File: src/dmcds_pkg.sv
// Shared constants, command and status types for the direct-mapped cell set.
package dmcds_pkg;

   localparam int SLOTS_DEFAULT = 4096;
   localparam int SLOTS_MAX     = 4096;

   localparam int ACTION_W = 2;
   localparam int AXIS_W   = 26;
   localparam int Y_W      = 7;
   localparam int KEY_W    = 2 * AXIS_W + Y_W + 1;   // x, z, y, type
   localparam int ENTRY_W  = KEY_W + 1;              // occupied bit on top
   localparam int FOLD_W   = 32;
   localparam int HASH_W   = 12;                     // product bits 31..20

   localparam logic [FOLD_W-1:0] GOLDEN = 32'h9E37_79B1;

   localparam logic [ACTION_W-1:0] ACT_INSERT = 2'd0;
   localparam logic [ACTION_W-1:0] ACT_ERASE  = 2'd1;
   localparam logic [ACTION_W-1:0] ACT_CLEAR  = 2'd2;

   typedef struct packed {
      logic capture;      // take the request into the datapath
      logic hash_load;    // register the golden-ratio product
      logic mem_read;     // read the addressed slot
      logic update;       // write back if needed and load the result
      logic finish;       // load a zero result after a clear
      logic sweep_step;   // zero one slot and advance the sweep counter
   } cmd_type;

   typedef struct packed {
      logic sweep_last;
      logic out_free;
      logic is_clear;
   } status_type;

endpackage

File: src/dmcds_ctrl.sv
// Controller: sequences clearing sweeps, hash, slot read and update.
module dmcds_ctrl (
   input  logic                  clock,
   input  logic                  reset,
   input  logic                  req_valid,
   output logic                  req_ready,
   input  dmcds_pkg::status_type st,
   output dmcds_pkg::cmd_type    cmd
);
   import dmcds_pkg::*;

   localparam logic [2:0] ST_INIT_SWEEP  = 3'd0;
   localparam logic [2:0] ST_IDLE        = 3'd1;
   localparam logic [2:0] ST_HASH        = 3'd2;
   localparam logic [2:0] ST_READ        = 3'd3;
   localparam logic [2:0] ST_UPDATE      = 3'd4;
   localparam logic [2:0] ST_CLEAR_SWEEP = 3'd5;
   localparam logic [2:0] ST_FINISH      = 3'd6;

   logic [2:0] state_ff, state_in;

   always_comb begin
      state_in  = state_ff;
      cmd       = '0;
      req_ready = 1'b0;
      unique case (state_ff)
         ST_INIT_SWEEP: begin
            cmd.sweep_step = 1'b1;
            if (st.sweep_last) state_in = ST_IDLE;
         end
         ST_IDLE: begin
            req_ready = 1'b1;
            if (req_valid) begin
               cmd.capture = 1'b1;
               state_in    = ST_HASH;
            end
         end
         ST_HASH: begin
            cmd.hash_load = 1'b1;
            state_in      = ST_READ;
         end
         ST_READ: begin
            cmd.mem_read = 1'b1;
            state_in     = ST_UPDATE;
         end
         ST_UPDATE: begin
            priority if (st.is_clear) begin
               state_in = ST_CLEAR_SWEEP;
            end else if (st.out_free) begin
               cmd.update = 1'b1;
               state_in   = ST_IDLE;
            end else begin
               // hold until the result register frees
               state_in = ST_UPDATE;
            end
         end
         ST_CLEAR_SWEEP: begin
            cmd.sweep_step = 1'b1;
            if (st.sweep_last) state_in = ST_FINISH;
         end
         ST_FINISH: begin
            if (st.out_free) begin
               cmd.finish = 1'b1;
               state_in   = ST_IDLE;
            end
         end
         default: state_in = ST_INIT_SWEEP;
      endcase
   end

   always_ff @(posedge clock) begin
      if (reset) begin
         state_ff <= ST_INIT_SWEEP;
      end else begin
         state_ff <= state_in;
      end
   end

   a_no_quick_result: assert property (@(posedge clock) disable iff (reset)
      cmd.capture |=> !(cmd.update || cmd.finish))
      else $error("result loaded the cycle after a request transfer");

   a_result_slot_free: assert property (@(posedge clock) disable iff (reset)
      (cmd.update || cmd.finish) |-> st.out_free)
      else $error("result loaded over an untaken result");

   a_no_take_in_sweep: assert property (@(posedge clock) disable iff (reset)
      !(cmd.sweep_step && cmd.capture))
      else $error("request taken during a clearing sweep");

endmodule

File: config.mk
export PLATFORM = sky130hd
export DESIGN_NAME = dmcds_ctrl
export DESIGN_NICKNAME = d
export VERILOG_FILES = /design/src/dmcds_pkg.sv /design/src/dmcds_ctrl.sv
export SDC_FILE = /design/constraint.sdc
export NUM_CORES = 1
export LEC_CHECK = 0
export ABC_AREA = 1
export BUFFER_PORTS_ARGS = -buffer_cell sky130_fd_sc_hd__buf_2
export CORE_AREA = 2 2 39 41
export CTS_CLUSTER_SIZE = 28
export DETAILED_ROUTE_END_ITERATION = 7
export DIE_AREA = 0 0 41 43
export PLACE_DENSITY = 0.57
export SKIP_CTS_REPAIR_TIMING = 1
export SKIP_LAST_GASP = 1
export SLEW_MARGIN = 40
export SYNTH_ARGS = -nofsm -noshare
export SYNTH_HDL_FRONTEND = slang
export SYNTH_SLANG_ARGS = --single-unit
File: constraint.sdc
create_clock -name clock -period 1.2 [get_ports clock]
set_clock_uncertainty 0.2 [all_clocks]
set_input_delay 0 -clock clock [delete_from_list [all_inputs] [get_ports clock]]
set_output_delay 0 -clock clock [all_outputs]
set_load 0.03 [all_outputs]
-- Word-level counts from Yosys, hierarchy flattened
Cells that the tools add are included.
- equality and inequality tests: 10
- reduce and logical (&&, ||, !) cells: 3
- shifts and indexed selects: 0
- magnitude comparators: 0
- div/mod/pow operators: 0
- bitwise logic cells: 0
- muxes and demuxes: 17
- multipliers: 0
- add/subtract/negate cells: 0
- operators with widths (operator ; number):
    case mux 3 bit (7 select lines) ; 1
    two-way mux 3 bit ; 6
    two-way mux 1 bit ; 10
    equality test 3 bit, second input constant ; 3
    inequality test 2 bit, second input constant ; 4
    equality test 3 x 2 -> 1 bit, second input constant ; 2
    AND reduction 4 bit ; 1
    equality test 3 x 1 -> 1 bit, second input constant ; 1
    logical NOT 3 bit ; 1
    OR reduction 2 bit ; 1
- input bits: 6
- ROM bits: 0
- register bits: 3
- bits in latches: 0
- RAM bits: 0
- word-level logic and storage cells: 31
- memories: 0
- output and inout port bits: 7

-- Longest topological paths before layout
Gate-level depths: netlist of the first run.
- depth after elaboration: 3
- depth in mapped cells: 8
- mapped depth without buffers: 8

-- Worst setup path after synthesis of the first run
OpenSTA, ideal clock, no wires.
- kind: reg-to-output
- start point: reg state_ff[0]
- end point: out cmd[2] (netlist name)
- stages on the path, launching flop included: 3
- setup slack: -413 ps
- arrival: 1413 ps
- buffers on the path: 1
- required time: 1000 ps
- path through: dfxtp_1 buf_6 nor4_1
- RTL lines (element ; line ; text):
    start: declaration ; dmcds_ctrl.sv:20 ; logic [2:0] state_ff, state_in;
    start signal: assignment ; dmcds_ctrl.sv:75 ; state_ff <= state_in;
    end: declaration ; dmcds_ctrl.sv:8 ; output dmcds_pkg::cmd_type cmd

==> key figures, run 1 <==
Outcome
  • Status: finished, violations left
  • Violated checks: hold timing, setup timing

Global routing
  • Global-route wire length before repair: 1.44 mm
  • Vias in the first global route: 377
  • Final global-route overflow total: 0
  • Largest net degree at the start of global routing: 8
  • Initial antenna violation count: 0
  • All-layer global routing usage: 11.9%

Cells and area
  • Diodes inserted: 0
  • Commonest cells after routing, fill and taps aside: buf_4, nand2_1, nor2_1
  • Commonest non-fill, non-tap cell in the layout: buf_4
  • Area grow syn2layout: 94.4%
  • Max reg flops: 3
  • Fill count: 151
  • Share of layout cells above drive strength 1: 56.6%
  • Nets: 90
  • Largest registers: state_ff x3
  • Largest Register: state_ff

Floorplanning
  • Die H: 43 um
  • Die footprint: 1760 um2
  • Row cnt: 14
  • Initial Utilization: 22.8%
  • Die W: 41 um
  • CORE AREA: 1380 um2
  • Io pins: 13

Pwr
  • Leak: 0.317 nW
  • Clock power share: 10.0%
  • Sequential share of power: 15.8%
  • Sw frac: 49.5%
  • Max VDD drop: 0.938 mV
  • Power Total: 1.73 mW
  • Cell-internal power: 0.876 mW
  • Sw Pwr: 0.857 mW
  • Gate power share: 74.2%
  • Power per standard cell area: 2830 nW/um2

Synth
  • Syn Inst Count: 56
  • Mapped Avg Cell Area: 5.63 um2
  • Xor/xnor cell area share of the yosys netlist: 0%
  • Adder-Cell Fraction of Synth Area: 0%
  • Register area share after synthesis: 19.0%
  • Total nets after synthesis: 62
  • Compound-gate portion of the synthesized area: 4.76%
  • Mapped Area: 315 um2
  • Yosys cell types: 14
  • Mux contribution to synthesized area: 0%
  • YS warnings: 0
  • Combinational family with the most area after synthesis: simple AND/OR/NAND/NOR gates
  • Yosys reg bits: 3
  • Simple-gate share of the synthesized area: 57.1%

Worst setup path
  • Worst-path fanout max: 5
  • Slowest stage delay, CP: 0.35 ns
  • Reg2Reg Depth: 7
  • Worst path slowest cell: dfxtp_4
  • Cell mode on critical path: buf_4
  • Critical Path RT: 1.00 ns
  • Crit path cell chain: buf_4, nor4_4, buf_4
  • CP Capture Type: output pin
  • WP buf/inv: 2
  • Top Family by Delay on Critical Path: flip-flops
  • WS Path Type: flop to output pin
  • R2r setup slk: -0.09 ns
  • Crit path DAT: 1.19 ns
  • Worst setup SP type: flop
  • FF-to-FF End: state_ff[2]$_SDFFE_PP0P_
  • Worst r2r src: state_ff[2]$_SDFFE_PP0P_

Routing
  • Via count: 451
  • 1st-iter DRT viols: 4
  • WL final: 1.01 mm
  • DR pass1 iterations: 2
  • Vias per inst: 4.56
  • Routed len/inst: 10.2 um
  • DR DRC count: 0
  • ANT nets after route: 0

STA
  • Finish-stage setup viols: 10
  • Worst Setup Slack, final: -0.190 ns
  • Final Hold Fails: 1
  • Final worst path period need: 1.39 ns
  • Final slew viol count: 0
  • RSZ-0062 raised after global routing: yes
  • Fmax: 720 MHz
  • Headroom to the max-slew limit: 87.0%
  • Crit share post-route: 116%
  • Worst Tran Pin Value: 0.194 ns
  • Worst hold slack: -0.000482 ns

Clock tree
  • Htree depth: 1
  • CTS tree: yes
  • Root Buffer: clkbuf_4
  • CTS sink cnt: 3
  • Skew-Pair Late Insertion Delay: 0.23 ns
  • CTS Buf Count: 3
  • Clk pin slew, worst setup/hold paths: 0.04 ns
  • Longest Clk Path Bufs: 2

Placed design
  • Port buffer count: 12
  • Gp weighted congestion: 0.825
  • Post-DP HPWL: 730 um

Min path
  • Hold Path Class: primary input to flop
  • Hold Path Stages: 5
  • Min-delay src: req_valid
  • Hold endpoint: state_ff[1]$_SDFFE_PP0P_

Job
  • # Max-Cap Violations: 0
## tightest hold or removal path: cells and delay by family
kind,cells,cell delay (ns)
buffers and inverters,2,0.18
AND/OR/NAND/NOR,2,0.18
AO/OA/AOI/OAI,1,0.04
## area by class of cell
class	instances	area [um2]	share of cell area, %
Clock buffer	4	26.3	4.29
Sequential cell	3	71.3	11.6
Multi-Input combinational cell	41	260	42.4
Timing Repair Buffer	25	193	31.4
Inverter	10	42.5	6.94
Tap cell	16	20.0	3.27
## kinds of logic after synthesis
kind of cell           after synthesis
AND/OR/NAND/NOR                     38
buffers and inverters               12
flip-flops                           3
AO/OA/AOI/OAI                        3
## power by group through the flow
| stage | clock, mW | sequential (mW) | combinational, mW |
|---|---|---|---|
| after floorplan | 0 | 0.194 | 0.787 |
| after global placement | 0 | 0.244 | 1.10 |
| after detailed placement | 0 | 0.247 | 1.10 |
| after CTS | 0.182 | 0.247 | 1.10 |
| after global routing | 0.192 | 0.278 | 1.41 |
| final | 0.174 | 0.273 | 1.29 |
## metal layers
metal	up-vias	part of all wire, %	track usage, %
li1	230	-	-
met1	211	41	14.1
met2	10	55	18.8
met3	0	3.4	1.57
met4	0	0	8.00
met5	-	0	0
## how the worst max path moves through the flow
| stage | startpoint | end | cells past startpoint | slack, ns |
|---|---|---|---|---|
| 2_1_floorplan | state_ff[0]$_SDFFE_PP0P_ | state_ff[2]$_SDFFE_PP0P_ | 8 | -0.11 |
| 3_3_place_gp | state_ff[2]$_SDFFE_PP0P_ | state_ff[0]$_SDFFE_PP0P_ | 6 | -0.13 |
| 3_5_place_dp | state_ff[2]$_SDFFE_PP0P_ | state_ff[0]$_SDFFE_PP0P_ | 6 | -0.14 |
| 4_1_cts | state_ff[2]$_SDFFE_PP0P_ | cmd[1] | 5 | -0.31 |
| 5_1_grt | state_ff[0]$_SDFFE_PP0P_ | cmd[2] | 3 | -0.23 |
| 6_report | state_ff[0]$_SDFFE_PP0P_ | cmd[2] | 3 | -0.19 |
## cell usage after synthesis
cell | number | area [um2]
nand3_1 | 10 | 50.1
buf_6 | 2 | 22.5
nor4_1 | 1 | 6.26
dfxtp_1 | 3 | 60.1
nor2_1 | 11 | 41.3
o21ai_0 | 1 | 5.00
nand4_1 | 2 | 12.5
nor2_4 | 1 | 11.3
a21oi_1 | 2 | 10.0
inv_2 | 3 | 11.3
nor2_2 | 1 | 6.26
nand2_2 | 3 | 18.8
nand2_1 | 9 | 33.8
inv_1 | 7 | 26.3
## per-stage QoR
step	cell area (um2)	setup TNS, ns	instances	setup slack (ns)	util [%]
2_1_floorplan	352	-0.356	56	-0.108	-
3_3_place_gp	492	-0.345	93	-0.133	35.5
3_5_place_dp	492	-0.350	93	-0.144	35.5
4_1_cts	518	-1.87	97	-0.308	37.4
5_1_grt	613	-1.80	99	-0.234	44.3
6_report	613	-1.21	99	-0.190	44.3
No activity file was read; power rests on OpenSTA's default activity.
==> run 2, diff against run 1 <==
ABC_AREA = default   (was 1)
PLACE_DENSITY = 0.58   (was 0.57)
==> run 2 against run 1 <==
Compared with the run above:
- the run still ends with hold timing, setup timing left
- highest routed layer unchanged
- setup slack lost 0.042 ns
- sequential cell count is the same
- routed wire length shrank 12%
==> key figures, run 2 <==
Cells and area
  • Area grow syn2layout: 79.6%
  • Share of layout cells above drive strength 1: 74.1% (+18 points)
  • Nets: 65 (-28%)
  • Commonest non-fill, non-tap cell in the layout: buf_6
  • Max reg flops: 3 (unchanged)
  • Non-Filler Instances: 74 (-25%)
  • Multi-input gate area: 295 um2 (+13%)
  • Largest registers: state_ff x3
  • Register area: 68.8 um2 (-3.5%)
  • Commonest cells after routing, fill and taps aside: buf_6, buf_2, buf_4
  • Largest Register: state_ff
  • Diodes inserted: 0 (unchanged)
  • Fill count: 144 (-4.6%)

Synth
  • Yosys top cell by area: dfxtp_1
  • Post-synth ARST share: 0% (unchanged)
  • Combinational family with the most area after synthesis: simple AND/OR/NAND/NOR gates
  • Most frequent cells after synthesis: dfxtp_1, nor2_1
  • Top cell type's share of synthesized area: 18.5% (-0.59 points)
  • Mux contribution to synthesized area: 3.08% (+3.1 points)
  • Yosys reg bits: 3 (unchanged)
  • EDFF count, synth: 0 (unchanged)
  • Yosys cell types: 27 (+13)
  • Synth area leaders: dfxtp_1, nor3b_2, buf_6, o21ai_2, a311oi_2
  • Total nets after synthesis: 42 (-32%)
  • Mapped Area: 325 um2 (+3.2%)
  • Register area share after synthesis: 18.5% (-0.59 points)
  • Xor/xnor cell area share of the yosys netlist: 2.69% (+2.7 points)
  • Compound-gate portion of the synthesized area: 21.9% (+17 points)
  • YS warnings: 0 (unchanged)
  • Mapped Avg Cell Area: 9.04 um2 (+60%)
  • Syn Inst Count: 36 (-36%)
  • Simple-gate share of the synthesized area: 45.4% (-12 points)
  • Most used flip-flop cell after synthesis: dfxtp_1
  • Adder-Cell Fraction of Synth Area: 0% (unchanged)

STA
  • Finish-stage setup viols: 10 (unchanged)
  • Headroom to the max-slew limit: 87.4% (+0.43 points)
  • Worst hold slack: -0.00399 ns (-0.00351 ns)
  • Final worst path period need: 1.43 ns (+0.0420 ns)
  • Final Hold Fails: 1 (unchanged)
  • Fmax: 698 MHz (-2.9%)
  • RSZ-0062 raised after global routing: yes
  • Worst Setup Slack, final: -0.232 ns (-0.0420 ns)
  • Crit share post-route: 119% (+3.5 points)
  • Worst Tran Pin Value: 0.184 ns (-0.0103 ns)
  • Final slew viol count: 0 (unchanged)

Placed design
  • Port buffer count: 12 (unchanged)
  • Post-DP HPWL: 606 um (-17%)
  • Dpl cells: 67 (-28%)
  • Gp weighted congestion: 0.658 (-20%)

Routing
  • 1st-iter DRT viols: 3 (-1)
  • Vias per inst: 4.76 (+4.4%)
  • ANT nets after route: 0 (unchanged)
  • Via count: 352 (-22%)
  • Routed len/inst: 12.0 um (+18%)
  • DR DRC count: 0 (unchanged)
  • DR pass1 iterations: 2 (unchanged)
  • WL final: 890 um (-12%)

Clock tree
  • Htree depth: 1 (unchanged)
  • Root Buffer: clkbuf_4
  • Longest Clk Path Bufs: 2 (unchanged)
  • CTS sink cnt: 3 (unchanged)
  • Clk pin slew, worst setup/hold paths: 0.04 ns (about the same)
  • Skew-Pair Late Insertion Delay: 0.23 ns (about the same)
  • CTS tree: yes
  • CTS Buf Count: 3 (unchanged)

Pwr
  • Power per standard cell area: 1610 nW/um2 (-43%)
  • Leak: 0.237 nW (-25%)
  • Max VDD drop: 0.389 mV (-59%)
  • Power Total: 0.940 mW (-46%)

Global routing
  • Final global-route overflow total: 0 (unchanged)
  • Global-route wire length before repair: 1.13 mm (-22%)
  • Initial antenna violation count: 0 (unchanged)
  • Vias in the first global route: 301 (-20%)
  • Largest net degree at the start of global routing: 8 (unchanged)
  • All-layer global routing usage: 9.82% (-2.1 points)

Worst setup path
  • Worst-path fanout max: 4 (-1)
  • WS Path Type: flop to output pin
  • CP endpoint: cmd[5]
  • Reg2Reg Depth: 5 (-2)
  • Worst setup SP type: flop
  • CP Capture Type: output pin
  • FF-to-FF End: state_ff[2]$_SDFFE_PP0P_
  • Crit path DAT: 1.23 ns (+0.04 ns)
  • Worst r2r src: state_ff[1]$_SDFFE_PP0P_
  • CP startpoint: state_ff[1]$_SDFFE_PP0P_
  • R2r setup slk: -0.14 ns (-0.05 ns)
  • Critical Path RT: 1.00 ns (about the same)

Floorplanning
  • Die W: 41 um (unchanged)
  • Io pins: 13 (unchanged)
  • CORE AREA: 1380 um2 (unchanged)
  • Initial Utilization: 23.5% (+0.72 points)
  • Die footprint: 1760 um2 (unchanged)
  • Row cnt: 14 (unchanged)
  • Die H: 43 um (unchanged)

Outcome
  • Violated checks: hold timing, setup timing
  • Status: finished, violations left

Job
  • # Max-Cap Violations: 0 (unchanged)

Min path
  • Min-delay src: st[2]
  • Hold Path Class: primary input to flop
-- run 2: cell families (layout without fill, tap and decap cells) --
group,count (synthesis),after routing
buffers and inverters,3,25
and+or+nand+nor,19,19
DFF,3,3
muxes,1,1
xor gates and xnor gates,1,1
AOI/OAI and AO/OA,9,9
-- run 2: worst min-delay path by stage --
stage | depth (start not counted) | to
floorplan | 1 | state_ff[2]$_SDFFE_PP0P_
global placement | 2 | state_ff[1]$_SDFFE_PP0P_
detailed placement | 2 | state_ff[2]$_SDFFE_PP0P_
CTS | 2 | state_ff[2]$_SDFFE_PP0P_
global route | 4 | state_ff[1]$_SDFFE_PP0P_
finish | 4 | state_ff[1]$_SDFFE_PP0P_
-- run 2: per-layer routing --
metal  GRT usage [%]  wire [um]  share of wire, %
met5               0          0                 0
met2            15.6        455                51
met3            6.28         41               4.6
met4            4.00          0                 0
met1            9.58        394                44
-- run 2: metrics by stage --
stage	hold slack [ns]	instance area [um2]	setup slack, ns	TNS [ns]	utilization (%)
global route	0.0309	584	-0.279	-1.99	42.2
finish	-0.00399	584	-0.232	-1.45	42.2
CTS	-0.224	468	-0.313	-2.03	33.8
global placement	0.0278	442	-0.105	-0.259	31.9
floorplan	-0.132	344	-0.202	-0.340	-
detailed placement	0.0193	442	-0.121	-0.312	31.9
-- run 2: where the power goes --
part / total [mW] / switching (mW) / internal (mW)
Combinational: 0.591 / 0.297 / 0.295
Sequential: 0.173 / 0.0397 / 0.133
Clock: 0.176 / 0.0519 / 0.125
-- run 2: worst max-delay path: stages, from the launching register on --
cell and delay, ns:
dfxtp_4 0.36, and2b_4 0.19, and2b_2 0.19, and2_4 0.13, buf_6 0.13
-- run 2: cell type report --
class / instances / area share, %
Multi-Input combinational cell: 30 / 50.5
Timing Repair Buffer: 21 / 29.8
Sequential cell: 3 / 11.8
Clock buffer: 4 / 4.50
Tap cell: 16 / 3.43
==> run 3, diff against run 2 <==
CORE_AREA = 2 2 40 42   (was 2 2 39 41)
DIE_AREA = 0 0 42 44   (was 0 0 41 43)
PLACE_DENSITY = 0.56   (was 0.58)
==> run 3 against run 2 <==
Compared with the run above:
- the flow still finishes with violations (hold timing, setup timing)
- worst hold slack worse by 0.014 ns
- cell count up 6.8%
- first-iteration DRC count up 130%
- sequential power down 4%
- combinational power up 1%
- die area up 4.8%
- clock power about the same
- non-clock buffer count up 5
- sequential share of layout area down 0.62 points
- power down 0.21%
- via count up 1.1%
- global-route usage down 0.71 points
- critical path type unchanged
- largest cell class unchanged
- largest power group unchanged
- highest routed layer unchanged
==> key figures, run 3 (synthesis gave the netlist of run 2 again) <==
Global routing
  • Final global-route overflow total: 0 (unchanged)
  • Largest net degree at the start of global routing: 9 (+1)
  • Global-route wire length before repair: 1.23 mm (+8.6%)
  • All-layer global routing usage: 9.11% (-0.71 points)
  • Vias in the first global route: 320 (+6.3%)
  • Initial antenna violation count: 0 (unchanged)

Routing
  • 1st-iter DRT viols: 7 (+4)
  • WL final: 821 um (-7.8%)
  • Routed len/inst: 10.4 um (-14%)
  • DR DRC count: 0 (unchanged)
  • Vias per inst: 4.51 (-5.3%)
  • ANT nets after route: 0 (unchanged)
  • DR pass1 iterations: 3 (+1)
  • Via count: 356 (+1.1%)

Min path
  • Hold endpoint: state_ff[2]$_SDFFE_PP0P_
  • Hold Path Class: primary input to flop
  • Min-delay src: req_valid
  • Hold Path Stages: 4 (unchanged)

Floorplanning
  • Io pins: 13 (unchanged)
  • Die footprint: 1850 um2 (+4.8%)
  • Row cnt: 14 (unchanged)
  • Die W: 42 um (+2.4%)
  • Initial Utilization: 22.9% (-0.58 points)
  • CORE AREA: 1420 um2 (+2.5%)
  • Die H: 44 um (+2.3%)

Clock tree
  • CTS tree: yes
  • Longest Clk Path Bufs: 2 (unchanged)
  • CTS Buf Count: 3 (unchanged)
  • Skew-Pair Late Insertion Delay: 0.23 ns (about the same)
  • Root Buffer: clkbuf_4
  • CTS sink cnt: 3 (unchanged)
  • Htree depth: 1 (unchanged)
  • Clk pin slew, worst setup/hold paths: 0.04 ns (about the same)

Worst setup path
  • R2r setup slk: -0.10 ns (+0.04 ns)
  • Crit path cell chain: and2b_4, and2b_2, and2_4, buf_6
  • WS Path Type: flop to output pin
  • Slowest stage delay, CP: 0.36 ns (about the same)
  • Crit path DAT: 1.22 ns (about the same)
  • Worst path slowest cell: dfxtp_4
  • Worst setup SP type: flop
  • Reg2Reg Depth: 4 (-1)
  • Worst r2r src: state_ff[0]$_SDFFE_PP0P_
  • Top Family by Delay on Critical Path: simple AND/OR/NAND/NOR gates
  • FF-to-FF End: state_ff[0]$_SDFFE_PP0P_
  • WP buf/inv: 1 (unchanged)
  • Worst-path fanout max: 8 (+4)
  • CP Capture Type: output pin
  • Critical Path RT: 1.00 ns (about the same)

Cells and area
  • Largest registers: state_ff x3
  • Diodes inserted: 0 (unchanged)
  • Non-Filler Instances: 79 (+6.8%)
  • Register area: 68.8 um2 (unchanged)
  • Share of layout cells above drive strength 1: 76.2% (+2.1 points)
  • Largest Register: state_ff
  • Multi-input gate area: 287 um2 (-3.0%)
  • Max reg flops: 3 (unchanged)
  • Area grow syn2layout: 89.6%
  • Commonest non-fill, non-tap cell in the layout: buf_4
  • Nets: 70 (+7.7%)
  • Fill count: 146 (+1.4%)
  • Final core occ: 43.5% (+1.3 points)
  • Commonest cells after routing, fill and taps aside: buf_4, buf_6, buf_2

Pwr
  • Leak: 0.274 nW (+15%)
  • Max VDD drop: 0.606 mV (+56%)
  • Power per standard cell area: 1520 nW/um2 (-5.5%)

STA
  • Fmax: 706 MHz (+1.1%)
  • Worst Tran Pin Value: 0.216 ns (+0.0323 ns)
  • Final Hold Fails: 1 (unchanged)
  • Crit share post-route: 118% (-1.3 points)
  • RSZ-0062 raised after global routing: yes
  • Finish-stage setup viols: 9 (-1)
  • Final slew viol count: 0 (unchanged)
  • Worst Setup Slack, final: -0.216 ns (+0.0159 ns)
  • Setup tns final: -1.14 ns (+0.310 ns)
  • Headroom to the max-slew limit: 85.5% (-1.9 points)
  • Final worst path period need: 1.42 ns (-0.0159 ns)
  • Worst hold slack: -0.0184 ns (-0.0144 ns)

Placed design
  • Pre-CTS setup slack: -0.126 ns (-0.00417 ns)
  • Gp weighted congestion: 0.791 (+20%)
  • Dpl cells: 68 (+1.5%)
  • Port buffer count: 12 (unchanged)
  • Post-DP HPWL: 589 um (-2.8%)

Outcome
  • Status: finished, violations left
  • Violated checks: hold timing, setup timing

Job
  • # Max-Cap Violations: 0 (unchanged)
run 3: cell count changes in the layout (fill, tap and decap cells not counted):
cell      delta
nand2_4      +1
nand2_1      -1
buf_6        +1
buf_4        +5
nor2b_1      +1
clkbuf_4     -1
nor2b_4      -1
nor4b_4      -1
nor4b_2      +1
run 3: how the worst max path moves through the flow:
stage	start	end	slack, ns	cells after the start
final	state_ff[0]$_SDFFE_PP0P_	cmd[5]	-0.22	4
after global routing	state_ff[0]$_SDFFE_PP0P_	cmd[5]	-0.26	4
after CTS	state_ff[1]$_SDFFE_PP0P_	cmd[5]	-0.28	4
after detailed placement	state_ff[1]$_SDFFE_PP0P_	state_ff[0]$_SDFFE_PP0P_	-0.13	4
after global placement	state_ff[1]$_SDFFE_PP0P_	state_ff[0]$_SDFFE_PP0P_	-0.10	4
after floorplan	state_ff[0]$_SDFFE_PP0P_	cmd[2]	-0.20	3
run 3: where the power goes:
group	leakage, nW	internal, mW	switching (mW)	total (mW)
Combinational	0.232	0.308	0.290	0.598
Sequential	0.0264	0.130	0.0359	0.166
Clock	0.0150	0.124	0.0500	0.174
run 3: tightest hold or removal path, cell delays in order:
cell      delay, ns
buf_2          0.10
mux2i_1        0.08
nand2_2        0.10
a311oi_2       0.08
run 3: stage by stage:
stage	total power, mW	cell area [um2]
floorplan	0.518	344
global placement	0.616	449
detailed placement	0.619	449
CTS	0.805	475
global route	1.01	617
finish	0.939	617
run 3: per-layer routing:
metal  global-route usage (%)  up-vias  routed length [um]
met5                        0        -                   0
met1                     9.95      161                 367
met3                     5.00        0                  48
met2                     14.7       10                 405
li1                         -      185                   -
met4                     3.87        0                   0
run 3: final cells by class:
class | count | share of cell area, %
repair buffers | 26 | 34.9
multi-input cells | 30 | 46.5
flip-flops and latches | 3 | 11.2
well taps | 16 | 3.25
clock buffers | 4 | 4.26
